[src/hw/rtl/sram_puf_seed_tracker_assert.svh]
// ----------------------------------------------------------------------------
// Assertion macros shared by the seed tracker RTL.
// Both macros check on the rising clock and are quiet while reset is high.
// ----------------------------------------------------------------------------
`ifndef SRAM_PUF_SEED_TRACKER_ASSERT_SVH
`define SRAM_PUF_SEED_TRACKER_ASSERT_SVH

// Same-cycle implication: cons must hold whenever ante holds.
`define SPS_ASSERT_NOW(label, clk, rst, ante, cons) \
   label: assert property (@(posedge clk) disable iff (rst) (ante) |-> (cons)) \
      else $error("same-cycle check failed");

// Next-cycle implication: cons must hold in the cycle after ante.
`define SPS_ASSERT_NEXT(label, clk, rst, ante, cons) \
   label: assert property (@(posedge clk) disable iff (rst) (ante) |=> (cons)) \
      else $error("next-cycle check failed");

`endif

[src/hw/rtl/sps_pkg.sv]
// ----------------------------------------------------------------------------
// sps_pkg
// Types, constants and helper functions for the SRAM power-up seed tracker.
// ----------------------------------------------------------------------------
`timescale 1ns / 1ps

package sps_pkg;

   // Sizes
   localparam int BYTE_W = 8;
   localparam int CNT_W  = 10;
   localparam int CRC_W  = 16;
   localparam int POP_W  = 4;

   // Run size used by the ok flag
   localparam int RUN_BYTES = 64;

   // CRC-16/CCITT-FALSE
   localparam logic [CRC_W-1:0] CRC_INIT = 16'hFFFF;
   localparam logic [CRC_W-1:0] CRC_POLY = 16'h1021;

   // Configuration register indexes
   localparam int CSR_IDX_W = 1;
   localparam logic [CSR_IDX_W-1:0] CSR_KEY_MODE      = 1'b0;
   localparam logic [CSR_IDX_W-1:0] CSR_CLEAR_HISTORY = 1'b1;

   // Input item
   typedef struct packed {
      logic [BYTE_W-1:0] sram_byte;
      logic [BYTE_W-1:0] stored_key_byte;
      logic [BYTE_W-1:0] stored_mask_byte;
      logic              last;
   } req_type;

   // Result item
   typedef struct packed {
      logic [BYTE_W-1:0] new_key_byte;
      logic [BYTE_W-1:0] new_mask_byte;
      logic [BYTE_W-1:0] new_masked_byte;
      logic [CNT_W-1:0]  raw_ones;
      logic [CNT_W-1:0]  saved_ones;
      logic [CNT_W-1:0]  mask_ones;
      logic [CNT_W-1:0]  key_ones;
      logic [CRC_W-1:0]  seed;
      logic              seed_ok;
      logic              run_end;
   } rsp_type;

   // Number of set bits in a byte
   function automatic logic [POP_W-1:0] pop8(input logic [BYTE_W-1:0] v);
      logic [POP_W-1:0] n;
      n = '0;
      for (int i = 0; i < BYTE_W; i++) begin
         n = n + POP_W'(v[i]);
      end
      return n;
   endfunction

   // Add a byte count to a running count, holding at all ones
   function automatic logic [CNT_W-1:0] sat_add(input logic [CNT_W-1:0] acc,
                                                input logic [POP_W-1:0] add);
      logic [CNT_W:0] s;
      s = {1'b0, acc} + (CNT_W+1)'(add);
      return s[CNT_W] ? {CNT_W{1'b1}} : s[CNT_W-1:0];
   endfunction

   // One byte of CRC-16/CCITT-FALSE, MSB first
   function automatic logic [CRC_W-1:0] crc_byte(input logic [CRC_W-1:0] crc,
                                                 input logic [BYTE_W-1:0] b);
      logic [CRC_W-1:0] c;
      c = crc ^ {b, {(CRC_W-BYTE_W){1'b0}}};
      for (int i = 0; i < BYTE_W; i++) begin
         c = c[CRC_W-1] ? ({c[CRC_W-2:0], 1'b0} ^ CRC_POLY) : {c[CRC_W-2:0], 1'b0};
      end
      return c;
   endfunction

endpackage

[src/hw/rtl/sps_stream_if.sv]
// ----------------------------------------------------------------------------
// sps_stream_if
// Valid/ready channel carrying one item of a given payload type.
// ----------------------------------------------------------------------------
`timescale 1ns / 1ps

interface sps_stream_if #(
   parameter type payload_type = logic
);
   logic        valid;
   logic        ready;
   payload_type data;

   modport source (output valid, output data, input ready);
   modport sink   (input valid, input data, output ready);
endinterface

[src/hw/rtl/sram_puf_seed_tracker.sv]
// ----------------------------------------------------------------------------
// sram_puf_seed_tracker
// Items pass through the input register, then the result register; a stalled
// result register holds the input register. Throughput: one item per cycle
// while the result side is not stalled, set by the combinational CRC byte
// update and popcounts between the input register and the result register.
// Reset (synchronous, active high) empties both stages, zeroes the counts and
// config, and loads both CRCs with 0xFFFF.
// ----------------------------------------------------------------------------
`timescale 1ns / 1ps

`include "sram_puf_seed_tracker_assert.svh"

module sram_puf_seed_tracker (
   input  logic                          clock,
   input  logic                          reset,
   sps_stream_if.sink                    req_if,
   sps_stream_if.source                  rsp_if,
   input  logic                          csr_we,
   input  logic [sps_pkg::CSR_IDX_W-1:0] csr_index,
   input  logic                          csr_wdata
);

   // Configuration registers
   logic key_mode_ff;
   logic clear_history_ff;

   always_ff @(posedge clock) begin
      if (reset) begin
         key_mode_ff      <= 1'b0;
         clear_history_ff <= 1'b0;
      end else if (csr_we) begin
         case (csr_index)
            sps_pkg::CSR_KEY_MODE:      key_mode_ff      <= csr_wdata;
            sps_pkg::CSR_CLEAR_HISTORY: clear_history_ff <= csr_wdata;
            default: ;
         endcase
      end
   end

   // Stage control
   logic             s1_valid_ff, s1_valid_in;
   sps_pkg::req_type s1_data_ff;
   logic             rsp_valid_ff, rsp_valid_in;
   sps_pkg::rsp_type rsp_data_ff, rsp_data_in;
   logic             s1_adv;
   logic             req_take;

   assign s1_adv   = s1_valid_ff && (!rsp_valid_ff || rsp_if.ready);
   assign req_take = req_if.valid && req_if.ready;

   assign req_if.ready = !s1_valid_ff || s1_adv;
   assign rsp_if.valid = rsp_valid_ff;
   assign rsp_if.data  = rsp_data_ff;

   assign s1_valid_in  = req_take ? 1'b1 : (s1_adv ? 1'b0 : s1_valid_ff);
   assign rsp_valid_in = s1_adv ? 1'b1 : (rsp_if.ready ? 1'b0 : rsp_valid_ff);

   // Running state
   logic [sps_pkg::CNT_W-1:0] raw_cnt_ff,   raw_cnt_in;
   logic [sps_pkg::CNT_W-1:0] saved_cnt_ff, saved_cnt_in;
   logic [sps_pkg::CNT_W-1:0] mask_cnt_ff,  mask_cnt_in;
   logic [sps_pkg::CNT_W-1:0] key_cnt_ff,   key_cnt_in;
   logic [sps_pkg::CRC_W-1:0] crc_raw_ff,   crc_raw_in;
   logic [sps_pkg::CRC_W-1:0] crc_mask_ff,  crc_mask_in;

   // Per-item compute
   logic [sps_pkg::BYTE_W-1:0] nmask;
   logic [sps_pkg::BYTE_W-1:0] masked;
   logic [sps_pkg::CNT_W-1:0]  raw_nx, saved_nx, mask_nx, key_nx;
   logic [sps_pkg::CRC_W-1:0]  crc_raw_nx, crc_mask_nx;

   always_comb begin
      nmask  = s1_data_ff.stored_mask_byte
             | (s1_data_ff.sram_byte ^ s1_data_ff.stored_key_byte);
      masked = s1_data_ff.sram_byte & ~nmask;

      raw_nx   = sps_pkg::sat_add(raw_cnt_ff,   sps_pkg::pop8(s1_data_ff.sram_byte));
      saved_nx = sps_pkg::sat_add(saved_cnt_ff, sps_pkg::pop8(s1_data_ff.stored_key_byte));
      mask_nx  = sps_pkg::sat_add(mask_cnt_ff,  sps_pkg::pop8(nmask));
      key_nx   = sps_pkg::sat_add(key_cnt_ff,   sps_pkg::pop8(masked));

      crc_raw_nx  = sps_pkg::crc_byte(crc_raw_ff,  s1_data_ff.sram_byte);
      crc_mask_nx = sps_pkg::crc_byte(crc_mask_ff, masked);

      // Result fields
      rsp_data_in.new_key_byte    = s1_data_ff.sram_byte;
      rsp_data_in.new_mask_byte   = clear_history_ff ? '0 : nmask;
      rsp_data_in.new_masked_byte = clear_history_ff ? '0 : masked;
      rsp_data_in.raw_ones        = raw_nx;
      rsp_data_in.saved_ones      = saved_nx;
      rsp_data_in.mask_ones       = mask_nx;
      rsp_data_in.key_ones        = key_nx;
      rsp_data_in.seed            = clear_history_ff ? '0
                                  : (key_mode_ff ? crc_mask_nx : crc_raw_nx);
      rsp_data_in.seed_ok         = ({1'b0, raw_nx} > (sps_pkg::CNT_W+1)'(sps_pkg::RUN_BYTES));
      rsp_data_in.run_end         = s1_data_ff.last;

      // State update; the last item of a run restarts it
      raw_cnt_in   = raw_cnt_ff;
      saved_cnt_in = saved_cnt_ff;
      mask_cnt_in  = mask_cnt_ff;
      key_cnt_in   = key_cnt_ff;
      crc_raw_in   = crc_raw_ff;
      crc_mask_in  = crc_mask_ff;
      if (s1_adv) begin
         if (s1_data_ff.last) begin
            raw_cnt_in   = '0;
            saved_cnt_in = '0;
            mask_cnt_in  = '0;
            key_cnt_in   = '0;
            crc_raw_in   = sps_pkg::CRC_INIT;
            crc_mask_in  = sps_pkg::CRC_INIT;
         end else begin
            raw_cnt_in   = raw_nx;
            saved_cnt_in = saved_nx;
            mask_cnt_in  = mask_nx;
            key_cnt_in   = key_nx;
            crc_raw_in   = crc_raw_nx;
            crc_mask_in  = crc_mask_nx;
         end
      end
   end

   // Control and running state registers
   always_ff @(posedge clock) begin
      if (reset) begin
         s1_valid_ff  <= 1'b0;
         rsp_valid_ff <= 1'b0;
         raw_cnt_ff   <= '0;
         saved_cnt_ff <= '0;
         mask_cnt_ff  <= '0;
         key_cnt_ff   <= '0;
         crc_raw_ff   <= sps_pkg::CRC_INIT;
         crc_mask_ff  <= sps_pkg::CRC_INIT;
      end else begin
         s1_valid_ff  <= s1_valid_in;
         rsp_valid_ff <= rsp_valid_in;
         raw_cnt_ff   <= raw_cnt_in;
         saved_cnt_ff <= saved_cnt_in;
         mask_cnt_ff  <= mask_cnt_in;
         key_cnt_ff   <= key_cnt_in;
         crc_raw_ff   <= crc_raw_in;
         crc_mask_ff  <= crc_mask_in;
      end
   end

   // Payload registers
   always_ff @(posedge clock) begin
      if (req_take) begin
         s1_data_ff <= req_if.data;
      end
      if (s1_adv) begin
         rsp_data_ff <= rsp_data_in;
      end
   end

   // Checks
   `SPS_ASSERT_NEXT(a_run_restart, clock, reset, s1_adv && s1_data_ff.last,
      raw_cnt_ff == '0 && key_cnt_ff == '0 && crc_raw_ff == sps_pkg::CRC_INIT)
   `SPS_ASSERT_NOW(a_masked_disjoint, clock, reset, rsp_valid_ff,
      (rsp_data_ff.new_mask_byte & rsp_data_ff.new_masked_byte) == '0)
   `SPS_ASSERT_NOW(a_seed_ok, clock, reset, rsp_valid_ff,
      rsp_data_ff.seed_ok ==
      ({1'b0, rsp_data_ff.raw_ones} > (sps_pkg::CNT_W+1)'(sps_pkg::RUN_BYTES)))
   `SPS_ASSERT_NEXT(a_count_grows, clock, reset, s1_adv && !s1_data_ff.last,
      raw_cnt_ff >= $past(raw_cnt_ff) && mask_cnt_ff >= $past(mask_cnt_ff))

endmodule

[src/flat_wrapper.sv]
// flat-port wrapper written by rule: the top's interface ports become plain ports
module sram_puf_seed_tracker_flat 
  (clock, reset, csr_we, csr_index, csr_wdata, req_if_valid, req_if_data, req_if_ready, rsp_if_valid, rsp_if_data, rsp_if_ready);
  sps_stream_if #(.payload_type(sps_pkg::req_type)) req_if_i ();
  sps_stream_if #(.payload_type(sps_pkg::rsp_type)) rsp_if_i ();
  input  logic clock;
  input  logic reset;
  input  logic csr_we;
  input  logic [sps_pkg::CSR_IDX_W-1:0] csr_index;
  input  logic csr_wdata;
  input wire logic [$bits(req_if_i.valid)-1:0] req_if_valid;
  input wire logic [$bits(req_if_i.data)-1:0] req_if_data;
  output wire logic [$bits(req_if_i.ready)-1:0] req_if_ready;
  output wire logic [$bits(rsp_if_i.valid)-1:0] rsp_if_valid;
  output wire logic [$bits(rsp_if_i.data)-1:0] rsp_if_data;
  input wire logic [$bits(rsp_if_i.ready)-1:0] rsp_if_ready;
  assign req_if_i.valid = req_if_valid;
  assign req_if_i.data = req_if_data;
  assign req_if_ready = req_if_i.ready;
  assign rsp_if_valid = rsp_if_i.valid;
  assign rsp_if_data = rsp_if_i.data;
  assign rsp_if_i.ready = rsp_if_ready;
  sram_puf_seed_tracker u_core (.clock(clock), .reset(reset), .req_if(req_if_i), .rsp_if(rsp_if_i), .csr_we(csr_we), .csr_index(csr_index), .csr_wdata(csr_wdata));
endmodule
[config.mk]
export PLATFORM = sky130hd
export DESIGN_NAME = sram_puf_seed_tracker_flat
export DESIGN_NICKNAME = d
export VERILOG_FILES = /design/src/hw/rtl/sps_pkg.sv /design/src/hw/rtl/sps_stream_if.sv /design/src/hw/rtl/sram_puf_seed_tracker.sv /design/src/flat_wrapper.sv
export VERILOG_INCLUDE_DIRS = /design/src /design/src/hw/rtl
export SDC_FILE = /design/constraint.sdc
export NUM_CORES = 1
export LEC_CHECK = 0
export BUFFER_PORTS_ARGS = -buffer_cell sky130_fd_sc_hd__buf_2
export CAP_MARGIN = 15
export CORE_ASPECT_RATIO = 0.6
export CORE_MARGIN = 4
export CORE_UTILIZATION = 35
export DETAILED_ROUTE_END_ITERATION = 10
export GPL_ROUTABILITY_DRIVEN = 0
export SYNTH_ARGS = -nofsm -noshare
export SYNTH_HDL_FRONTEND = slang
export SYNTH_SLANG_ARGS = --single-unit
[constraint.sdc]
create_clock -name clock -period 4.43 [get_ports clock]
set_input_delay 1.1075 -clock clock [delete_from_list [all_inputs] [get_ports clock]]
set_output_delay 1.1075 -clock clock [all_outputs]
set_load 0.01 [all_outputs]
Word level (Yosys, flattened, before mapping) --
Cells that the tools add are included. W data, S select, Z words.
Word-level totals: register bits after elaboration 183, logic and storage cells 121
Operators by class: $add $sub $neg 32, $lt $le $gt $ge 1, multiplexer cells 31, bitwise logic cells 23, reduce and logical (&&, ||, !) cells 10
Operator list (count):
- $mux W13 | 16
- $add A4 B1 Y4 | 24
- $mux W10 | 8
- $mux W16 | 3
- $not A3 Y3 | 16
- $add A10 B4 Y11 | 4
- $xor A16 B16 Y16 | 2
- $gt A10 B7 Y1 const B | 1
- $add A1 B1 Y2 | 4
- $and A8 B8 Y8 | 1
- $not A8 Y8 | 1
- $or A8 B8 Y8 | 1
- $xor A8 B8 Y8 | 1
- $mux W1 | 4
- $reduce_and A2 Y1 | 2
- $reduce_bool A2 Y1 | 2
- $logic_and A1 B1 Y1 | 2
- $logic_not A1 Y1 | 2
- $logic_or A1 B1 Y1 | 2
- $not A1 Y1 | 1

Logic depth before layout (Yosys ltp) --
Gate-level depths: netlist of run 1.
depth in word-level cells 22, gate-level depth with buffers 17, mapped depth without buffers 17

Worst setup path before layout of run 1 --
OpenSTA, ideal clock, no wires.
path type register to register, start point reg u_core.s1_data_ff, in the netlist u_core.rsp_data_in[75], end point reg u_core.rsp_data_ff, in the netlist u_core.rsp_if.data[36], data pin, library setup time 260 ps, arrival time 4415 ps, required time 4170 ps, setup slack -245 ps, stages on the path, launching flop included 17, cell sequence edfxtp_1 or2_2 a21o_1 ha_1 inv_1 fa_1 fa_1 inv_1 fa_1 inv_1 fa_1 fa_1 nor2b_1 o21ai_0 a21oi_1 nand3_1 mux2_2
Between the ends: cells in the longest elaborated chain, start to end 11
Ends and longest elaborated chain:
- from (decl) | RTL line sram_puf_seed_tracker.sv:43 | sps_pkg::req_type s1_data_ff;
- from (signal assigned) | RTL line sram_puf_seed_tracker.sv:151 | s1_data_ff <= req_if.data;
- $xor A8 B8 Y8 | RTL line sram_puf_seed_tracker.sv:75 | | (s1_data_ff.sram_byte ^ s1_data_ff.stored_key_byte);
- $or A8 B8 Y8 | RTL line sram_puf_seed_tracker.sv:75
- $add A1 B1 Y2 | RTL line sps_pkg.sv:54 | n = n + POP_W'(v[i]);
- $add A4 B1 Y4 (6 in series) | RTL line sps_pkg.sv:54
- $add A10 B4 Y11 | RTL line sps_pkg.sv:63 | s = {1'b0, acc} + (CNT_W+1)'(add);
- $mux W10 | RTL line sps_pkg.sv:64 | return s[CNT_W] ? {CNT_W{1'b1}} : s[CNT_W-1:0];
- named net u_core.mask_nx, one bit | RTL line sram_puf_seed_tracker.sv:70 | logic [sps_pkg::CNT_W-1:0] raw_nx, saved_nx, mask_nx, key_nx;
- to (signal assigned) | RTL line sram_puf_seed_tracker.sv:154 | rsp_data_ff <= rsp_data_in;
- to (decl) | RTL line sram_puf_seed_tracker.sv:45 | sps_pkg::rsp_type rsp_data_ff, rsp_data_in;
The timed path passes the listed nets, and every way through them passes these cells. A chain may end at the register's enable or synchronous reset.

Final worst setup path of run 1 --
Ends and elaborated chain as after synthesis.

==> impl_metrics.py, run 1 <==
metrics = {
    "routing": {
        "wl_um": 24600,
        "drt.antenna.violating_nets": 0,
        "met3_wirelength_um": 1440,
        "met2WireLength_um": 9990,
        "drt_first_iter_violations": 478,
        "routed_wire_length_per_instance_um": 17.7,
        "wl_met1_um": 12900,
        "viasPerCell": 4.94,
        "drc": 0,
        "dr.pass1.iters": 5,
        "vias": 6872,
        "top_signal_layer_used": "met4",
    },
    "global_route": {
        "grt_max_degree": 65,
        "grt_util_all_layers": 0.168,
        "antenna_violations_before_repair": 0,
        "grt_overflow_total": 0,
        "grt_first_pass_wirelength_um": 37400,
        "grt_pass1_vias": 6521,
    },
    "cts": {
        "cts.reportedPaths.clkPinSlew_ns": 0.07,
        "clock_latency_ns": 0.46,
        "tritoncts": "yes",
        "cts-root-to-sink-buffers": 2,
        "cts_max_level": 4,
        "cts.sink_count": 183,
        "cts_root_buffer": "sky130_fd_sc_hd__clkbuf_16",
        "cts-buffers-inserted": 17,
    },
    "logic_synthesis": {
        "netlist_instances": 852,
        "largest_family_of_logic_cells_by_synthesized_area": "compound AO/OA/AOI/OAI gates",
        "syn-mean-instance-area_sq_um": 10.9,
        "postSynthRegisterBits": 183,
        "postSynth.topFlopCell": "sky130_fd_sc_hd__edfxtp_1",
        "netlist_top_cells_area": "sky130_fd_sc_hd__edfxtp_1, sky130_fd_sc_hd__dfxtp_1, sky130_fd_sc_hd__fa_1, sky130_fd_sc_hd__ha_1, sky130_fd_sc_hd__a21oi_1",
        "synth_compound_gate_area_share": 0.144,
        "synth-async-reset-ratio": 0,
        "portion_of_netlist_area_occupied_by_mux_cells": 0.00940,
        "biggest_area_consumer_among_synthesized_cells": "sky130_fd_sc_hd__edfxtp_1",
        "synth-adder-area-share": 0.0806,
        "synth.yosys.warnings": 0,
        "synth-edff-count": 107,
        "synth_xor_area_frac": 0.0868,
        "synthDominantCellAreaShare": 0.345,
        "synth_fp_nets": 932,
        "synth-simple-area-share": 0.130,
        "yosysUniqueCellTypes": 56,
        "synth_area_sq_um": 9310,
        "synth_seq_area_share": 0.508,
    },
    "finish": {
        "layout.nets": 1107,
        "layout-drive-gt1-share": 0.340,
        "fillerInstances": 2405,
        "num_antenna_cells": 0,
        "synthesis_to_layout_area_growth_pct": 27.8,
        "postLayoutCoreUtil": 0.463,
        "postLayoutCellArea_sq_um": 11900,
    },
    "timing": {
        "slew_headroom": 0.434,
        "fmaxAchievable_ghz": 0.225,
        "fin_crit_sh": 1.00,
        "drv_slew": 0,
        "setup_repair_after_global_routing_missed_its_margin": "yes",
        "skew_ns": 0.0152,
        "tightest_slew_ns": 0.848,
        "timing.final.hold_violations": 0,
        "timing.setup.tns_ns": -0.0328,
        "fin_ws_ns": -0.0209,
        "finalSetupViolations": 2,
        "fin_crit_ns": 4.45,
    },
    "place": {
        "placed_cell_area_sq_um": 10600,
        "place.port_buffers": 115,
        "pre_cts_ws_ns": -0.232,
        "hpwlAfterDp_um": 17600,
    },
    "power": {
        "p_per_area_nw_per_um2": 391,
        "p_switching_mw": 1.30,
        "power_switching_share": 0.280,
        "power_frac_comb": 0.200,
        "peakVddDrop_v": 0.000274,
        "clock_power_share": 0.374,
        "cell_internal_pwr_mw": 3.35,
        "seqPwrFrac": 0.426,
        "total_power_mw": 4.65,
        "static-leakage-power_nw": 4.66,
    },
    "critical_path": {
        "crit_path_max_fanout": 4,
        "critical_path.startpoint": "u_core.rsp_data_in[75]$_DFFE_PP_",
        "worst_path_required_time_ns": 4.64,
        "critPathLaunchType": "flop",
        "reg2reg_from": "u_core.rsp_data_in[75]$_DFFE_PP_",
        "crit_type": "flop to flop",
        "arrival_ns": 4.66,
        "timing.critical_path.to_type": "flop",
        "r2r_cells": 16,
    },
    "outcome": {
        "outcome": "complete, but fails checks",
        "violations_in_the_final_reports": "negative setup slack",
    },
    "die": {
        "fp.dieH_um": 134,
        "design.portCount": 116,
        "initial_core_util": 0.362,
        "fp.dieW_um": 219,
        "full_die_area_sq_um": 29400,
        "core_area_sq_um": 25700,
        "floorplan.rows": 45,
    },
    "min_path": {
        "worstHoldStart": "u_core.saved_cnt_ff[0]$_SDFFE_PP0P_",
        "hold_path_class": "flop to flop",
        "hold_depth": 2,
    },
    "flow_run": {
        "maxCapViolations": 0,
    },
}
==> layer usage <==
layer	GRT usage	up-vias
met4	0.0452	0
met3	0.0380	19
li1	-	3366
met2	0.221	188
met5	0	-
met1	0.271	3299
==> logic make-up (layout without fill, tap and decap cells) <==
kind of cell,Yosys count,after routing
AOI/OAI and AO/OA,207,207
xor gates and xnor gates,73,73
adders and majority gates,48,48
buffers and inverters,95,283
DFF,183,183
muxes,8,8
and+or+nand+nor,238,238
==> power by group through the flow <==
stage / Clock (mW) / Sequential [mW] / Combinational (mW)
after floorplan: 0 / 2.04 / 0.522
after global placement: 0 / 2.02 / 0.845
after detailed placement: 0 / 2.02 / 0.847
after CTS: 1.78 / 1.98 / 0.895
after global routing: 1.84 / 1.99 / 1.02
final: 1.74 / 1.98 / 0.930
==> cells in the final DEF (no fill, tap or decap), types with 6 or more instances in the layout <==
| master | instances |
|---|---|
| sky130_fd_sc_hd__or2_2 | 10 |
| sky130_fd_sc_hd__a21oi_1 | 39 |
| sky130_fd_sc_hd__xor2_1 | 27 |
| sky130_fd_sc_hd__dfxtp_1 | 76 |
| sky130_fd_sc_hd__a21oi_2 | 12 |
| sky130_fd_sc_hd__o21ai_1 | 6 |
| sky130_fd_sc_hd__nor2b_1 | 13 |
| sky130_fd_sc_hd__inv_2 | 7 |
| sky130_fd_sc_hd__fa_1 | 10 |
| sky130_fd_sc_hd__nand3_1 | 13 |
| sky130_fd_sc_hd__o211ai_1 | 8 |
| sky130_fd_sc_hd__a31o_2 | 9 |
| sky130_fd_sc_hd__xnor2_1 | 27 |
| sky130_fd_sc_hd__edfxtp_1 | 107 |
| sky130_fd_sc_hd__a31oi_1 | 8 |
| sky130_fd_sc_hd__buf_2 | 115 |
| sky130_fd_sc_hd__a21o_1 | 16 |
| sky130_fd_sc_hd__o21ai_0 | 27 |
| sky130_fd_sc_hd__o22ai_1 | 17 |
| sky130_fd_sc_hd__a211oi_2 | 10 |
| sky130_fd_sc_hd__nor2_1 | 55 |
| sky130_fd_sc_hd__nand2_1 | 59 |
| sky130_fd_sc_hd__buf_4 | 69 |
| sky130_fd_sc_hd__inv_6 | 6 |
| sky130_fd_sc_hd__a211oi_1 | 17 |
| sky130_fd_sc_hd__xnor2_2 | 10 |
| sky130_fd_sc_hd__fa_2 | 10 |
| sky130_fd_sc_hd__clkbuf_16 | 17 |
| sky130_fd_sc_hd__buf_6 | 8 |
| sky130_fd_sc_hd__inv_1 | 50 |
| sky130_fd_sc_hd__ha_1 | 23 |
| sky130_fd_sc_hd__nor3_1 | 6 |
| sky130_fd_sc_hd__nand2b_1 | 34 |
==> per-stage QoR <==
step                instances  hold slack (ns)
detailed placement       1340            0.455
global placement         1340            0.448
CTS                      1384            0.465
floorplan                 852            0.441
finish                   1392            0.468
global route             1392            0.475
==> sequential cells by signal, summed over array words and instances (netlist names), 9 cells and up <==
name	count
u_core.mask_cnt_ff	10
u_core.raw_cnt_ff	10
u_core.key_cnt_ff	10
u_core.rsp_if.data	82
u_core.crc_mask_ff	16
u_core.saved_cnt_ff	10
u_core.rsp_data_in	9
u_core.s1_data_ff	16
u_core.crc_raw_ff	16
==> cell type report <==
class | count | area, sq um | share of cell area
Timing Repair Buffer | 193 | 1200 | 0.101
Clock inverter | 15 | 236 | 0.0199
Sequential cell | 183 | 4730 | 0.398
Clock buffer | 17 | 425 | 0.0357
Inverter | 58 | 220 | 0.0185
Multi-Input combinational cell | 574 | 4650 | 0.390
Tap cell | 352 | 440 | 0.0370
==> critical path, stage by stage, from the launching register on <==
cell	delay (ns)
sky130_fd_sc_hd__edfxtp_1	0.42
sky130_fd_sc_hd__or2_4	0.24
sky130_fd_sc_hd__a21o_1	0.20
sky130_fd_sc_hd__ha_1	0.27
sky130_fd_sc_hd__inv_1	0.04
sky130_fd_sc_hd__fa_1	0.45
sky130_fd_sc_hd__fa_1	0.49
sky130_fd_sc_hd__inv_1	0.05
sky130_fd_sc_hd__fa_2	0.34
sky130_fd_sc_hd__inv_2	0.06
sky130_fd_sc_hd__fa_1	0.44
sky130_fd_sc_hd__fa_2	0.39
sky130_fd_sc_hd__nor2b_4	0.15
sky130_fd_sc_hd__o21ai_4	0.08
sky130_fd_sc_hd__a21oi_4	0.19
sky130_fd_sc_hd__nand3_1	0.10
sky130_fd_sc_hd__mux2_2	0.29
==> cells in the mapped netlist, drive strengths merged (5+ instances only) <==
cell type / instances
nand4: 5
o211ai: 9
edfxtp: 107
or2: 14
a21oi: 53
dfxtp: 76
mux2: 6
a211oi: 28
o22ai: 18
xor2: 33
ha: 28
o21a: 6
nor3: 10
buf: 15
a22oi: 5
xnor2: 40
nand2b: 36
a31oi: 8
nor2b: 15
a21o: 17
a2bb2oi: 5
nor2: 58
nand3b: 9
clkbuf: 22
nand2: 62
nand3: 14
a31o: 9
inv: 58
fa: 20
o21ai: 36
==> final timing paths <==
path         slack, ns                                  end
max              -0.02     u_core.rsp_if.data[36]$_DFFE_PP_
min               0.47  u_core.saved_cnt_ff[0]$_SDFFE_PP0P_
max reg2reg      -0.02     u_core.rsp_if.data[36]$_DFFE_PP_
min reg2reg       0.47  u_core.saved_cnt_ff[0]$_SDFFE_PP0P_
==> what timing repair did <==
| action | 4_1_cts | 5_1_grt |
|---|---|---|
| setup buffers | 12 | 11 |
| cloned | 0 | 0 |
| resized for setup | 38 | 67 |
| endpoints found under the setup margin | 36 | 59 |
| hold buffers | 0 | 0 |
| pin swaps | 22 | 35 |
Note: power is estimated with default switching activity, not from simulation.
==> run 2: changes to the inputs <==
--- a/config.mk
+++ b/config.mk
@@ -8,11 +8,12 @@
 export LEC_CHECK = 0
 export BUFFER_PORTS_ARGS = -buffer_cell sky130_fd_sc_hd__buf_2
 export CAP_MARGIN = 15
-export CORE_ASPECT_RATIO = 0.6
 export CORE_MARGIN = 4
 export CORE_UTILIZATION = 35
+export CTS_BUF_LIST = sky130_fd_sc_hd__clkbuf_2 sky130_fd_sc_hd__clkbuf_4 sky130_fd_sc_hd__clkbuf_8
 export DETAILED_ROUTE_END_ITERATION = 10
 export GPL_ROUTABILITY_DRIVEN = 0
+export SKIP_LAST_GASP = 1
 export SYNTH_ARGS = -nofsm -noshare
 export SYNTH_HDL_FRONTEND = slang
 export SYNTH_SLANG_ARGS = --single-unit
==> run 2 against run 1 <==
Compared with the run above: the flow still finishes with violations (negative setup slack); design area decreased by 1.5%; combinational power increased by 0.6%; routed wire length decreased by 6.2%; clock power decreased by 29%; non-clock buffer count decreased by 12; first-iteration DRC count decreased by 22%; count of clock-buffer cells in the layout increased by 1; largest cell class is now multi-input gates.
==> impl_metrics.py, run 2 (synthesis gave the netlist of run 1 again) <==
metrics = {
    "outcome": {
        "outcome": "complete, but fails checks",
        "violations_in_the_final_reports": "negative setup slack",
    },
    "timing": {
        "skew_ns": 0.0217,
        "fin_crit_ns": 4.57,
        "fin_crit_sh": 1.03,
        "fmaxAchievable_ghz": 0.219,
        "timing.final.hold_violations": 0,
        "setup_repair_after_global_routing_missed_its_margin": "yes",
        "fin_ws_ns": -0.143,
        "slew_headroom": 0.426,
        "finalSetupViolations": 16,
        "tightest_slew_ns": 0.859,
        "drv_slew": 0,
        "timing.setup.tns_ns": -0.877,
    },
    "die": {
        "full_die_area_sq_um": 29300,
        "floorplan.rows": 59,
        "fp.dieW_um": 171,
        "fp.dieH_um": 171,
        "design.portCount": 116,
        "initial_core_util": 0.356,
        "core_area_sq_um": 26100,
    },
    "critical_path": {
        "worst-r2r-setup-slack_ns": -0.14,
        "r2r_cells": 16,
        "reg2reg_from": "u_core.rsp_data_in[75]$_DFFE_PP_",
        "r2r_end": "u_core.rsp_if.data[36]$_DFFE_PP_",
        "crit_path_max_fanout": 3,
        "arrival_ns": 4.80,
        "worst_path_required_time_ns": 4.66,
        "timing.critical_path.to_type": "flop",
        "crit_type": "flop to flop",
        "critPathLaunchType": "flop",
    },
    "finish": {
        "final_common_cell": "sky130_fd_sc_hd__buf_2",
        "layout-drive-gt1-share": 0.349,
        "postLayoutCellArea_sq_um": 11700,
        "postLayoutCoreUtil": 0.449,
        "layout.nets": 1095,
        "num_antenna_cells": 0,
        "synthesis_to_layout_area_growth_pct": 25.9,
        "largest_reg_flops": 82,
        "layout_common_cells": "sky130_fd_sc_hd__buf_2, sky130_fd_sc_hd__edfxtp_1, sky130_fd_sc_hd__dfxtp_1",
        "fillerInstances": 2458,
    },
    "power": {
        "p_per_area_nw_per_um2": 354,
        "peakVddDrop_v": 0.000166,
        "cell_internal_pwr_mw": 2.89,
        "seqPwrFrac": 0.477,
        "clock_power_share": 0.297,
        "total_power_mw": 4.15,
        "power_frac_comb": 0.225,
        "static-leakage-power_nw": 4.57,
        "p_switching_mw": 1.26,
        "power_switching_share": 0.303,
    },
    "global_route": {
        "grt_util_all_layers": 0.155,
        "antenna_violations_before_repair": 0,
        "grt_overflow_total": 0,
        "grt_pass1_vias": 6658,
        "grt_max_degree": 66,
        "grt_first_pass_wirelength_um": 35600,
    },
    "routing": {
        "routed_wire_length_per_instance_um": 16.9,
        "drt_first_iter_violations": 373,
        "drc": 0,
        "drt.antenna.violating_nets": 0,
        "vias": 6751,
        "viasPerCell": 4.95,
        "dr.pass1.iters": 5,
        "wl_um": 23100,
    },
    "min_path": {
        "hold_path_end": "u_core.key_cnt_ff[2]$_SDFFE_PP0P_",
        "hold_depth": 2,
        "worstHoldStart": "u_core.key_cnt_ff[2]$_SDFFE_PP0P_",
        "hold_path_class": "flop to flop",
    },
    "place": {
        "hpwlAfterDp_um": 16100,
        "place.port_buffers": 115,
        "placed_cell_area_sq_um": 10600,
    },
    "cts": {
        "cts_max_level": 4,
        "cts.sink_count": 183,
        "cts.reportedPaths.clkPinSlew_ns": 0.10,
        "quantity_of_hold_fixing_buffers_added_after_cts": 0,
        "tritoncts": "yes",
        "clock_latency_ns": 0.48,
        "cts_root_buffer": "sky130_fd_sc_hd__clkbuf_8",
        "cts-root-to-sink-buffers": 2,
        "cts-buffers-inserted": 17,
    },
    "flow_run": {
        "maxCapViolations": 0,
    },
}
run 2: cell types whose count changed in the layout (fill, tap and decap cells not counted), sizes merged:
cell    before  now
clkinv       3    6
clkbuf      17   18
buf        193  181
bufinv       5    2
inv         65   64
run 2: repair_timing:
action	CTS	global route
pin swaps	25	65
buffers inserted	5	11
gates cloned	0	0
endpoints found under the setup margin	27	68
resized for setup	27	109
run 2: critical path: stages (launching register included):
cell                       delay [ns]
sky130_fd_sc_hd__edfxtp_1        0.43
sky130_fd_sc_hd__or2_4           0.26
sky130_fd_sc_hd__a21o_1          0.22
sky130_fd_sc_hd__ha_4            0.27
sky130_fd_sc_hd__inv_2           0.03
sky130_fd_sc_hd__fa_1            0.48
sky130_fd_sc_hd__fa_1            0.56
sky130_fd_sc_hd__inv_2           0.04
sky130_fd_sc_hd__fa_2            0.34
sky130_fd_sc_hd__inv_2           0.07
sky130_fd_sc_hd__fa_1            0.42
sky130_fd_sc_hd__fa_2            0.37
sky130_fd_sc_hd__nor2b_2         0.15
sky130_fd_sc_hd__o21ai_2         0.07
sky130_fd_sc_hd__a21oi_2         0.22
sky130_fd_sc_hd__nand3_1         0.11
sky130_fd_sc_hd__mux2_2          0.29
run 2: worst max path at each step:
stage	startpoint	endpoint	slack, ns	cells after the start
floorplan	u_core.rsp_data_in[74]$_DFFE_PP_	u_core.rsp_if.data[36]$_DFFE_PP_	0.0009	16
global placement	u_core.rsp_data_in[75]$_DFFE_PP_	u_core.rsp_if.data[37]$_DFFE_PP_	-0.13	17
detailed placement	u_core.rsp_data_in[74]$_DFFE_PP_	u_core.mask_cnt_ff[5]$_SDFFE_PP0P_	-0.18	17
CTS	u_core.rsp_data_in[74]$_DFFE_PP_	u_core.rsp_if.data[37]$_DFFE_PP_	-0.13	17
global route	u_core.rsp_data_in[75]$_DFFE_PP_	u_core.rsp_if.data[37]$_DFFE_PP_	-0.28	17
finish	u_core.rsp_data_in[75]$_DFFE_PP_	u_core.rsp_if.data[36]$_DFFE_PP_	-0.14	16
run 2: layout make-up:
cell class / count / area, sq um / area share
Clock buffer: 18 / 248 / 0.0211
Inverter: 58 / 220 / 0.0188
Tap cell: 335 / 419 / 0.0357
Clock inverter: 14 / 185 / 0.0158
Sequential cell: 183 / 4730 / 0.404
Multi-Input combinational cell: 574 / 4790 / 0.409
Timing Repair Buffer: 181 / 1130 / 0.0962
run 2: power groups by stage:
stage,Sequential (mW),Clock (mW),Combinational (mW)
final,1.98,1.24,0.936
after global routing,2.00,1.33,1.04
after CTS,1.99,1.27,0.852
after detailed placement,2.02,0,0.828
after global placement,2.02,0,0.819
after floorplan,2.04,0,0.522
run 2: metal layers:
metal | track usage | vias to the layer above | routed length (um)
met5 | 0 | - | 0
li1 | - | 3339 | -
met4 | 0.0403 | 0 | 318
met2 | 0.244 | 161 | 10600
met1 | 0.221 | 3231 | 11100
met3 | 0.0303 | 20 | 1010
run 2: stage by stage:
| step | setup slack [ns] | hold WS, ns | cells |
|---|---|---|---|
| floorplan | 0.000897 | 0.441 | 852 |
| global placement | -0.127 | 0.447 | 1317 |
| detailed placement | -0.182 | 0.455 | 1317 |
| CTS | -0.129 | 0.467 | 1353 |
| global route | -0.281 | 0.490 | 1363 |
| finish | -0.143 | 0.468 | 1363 |
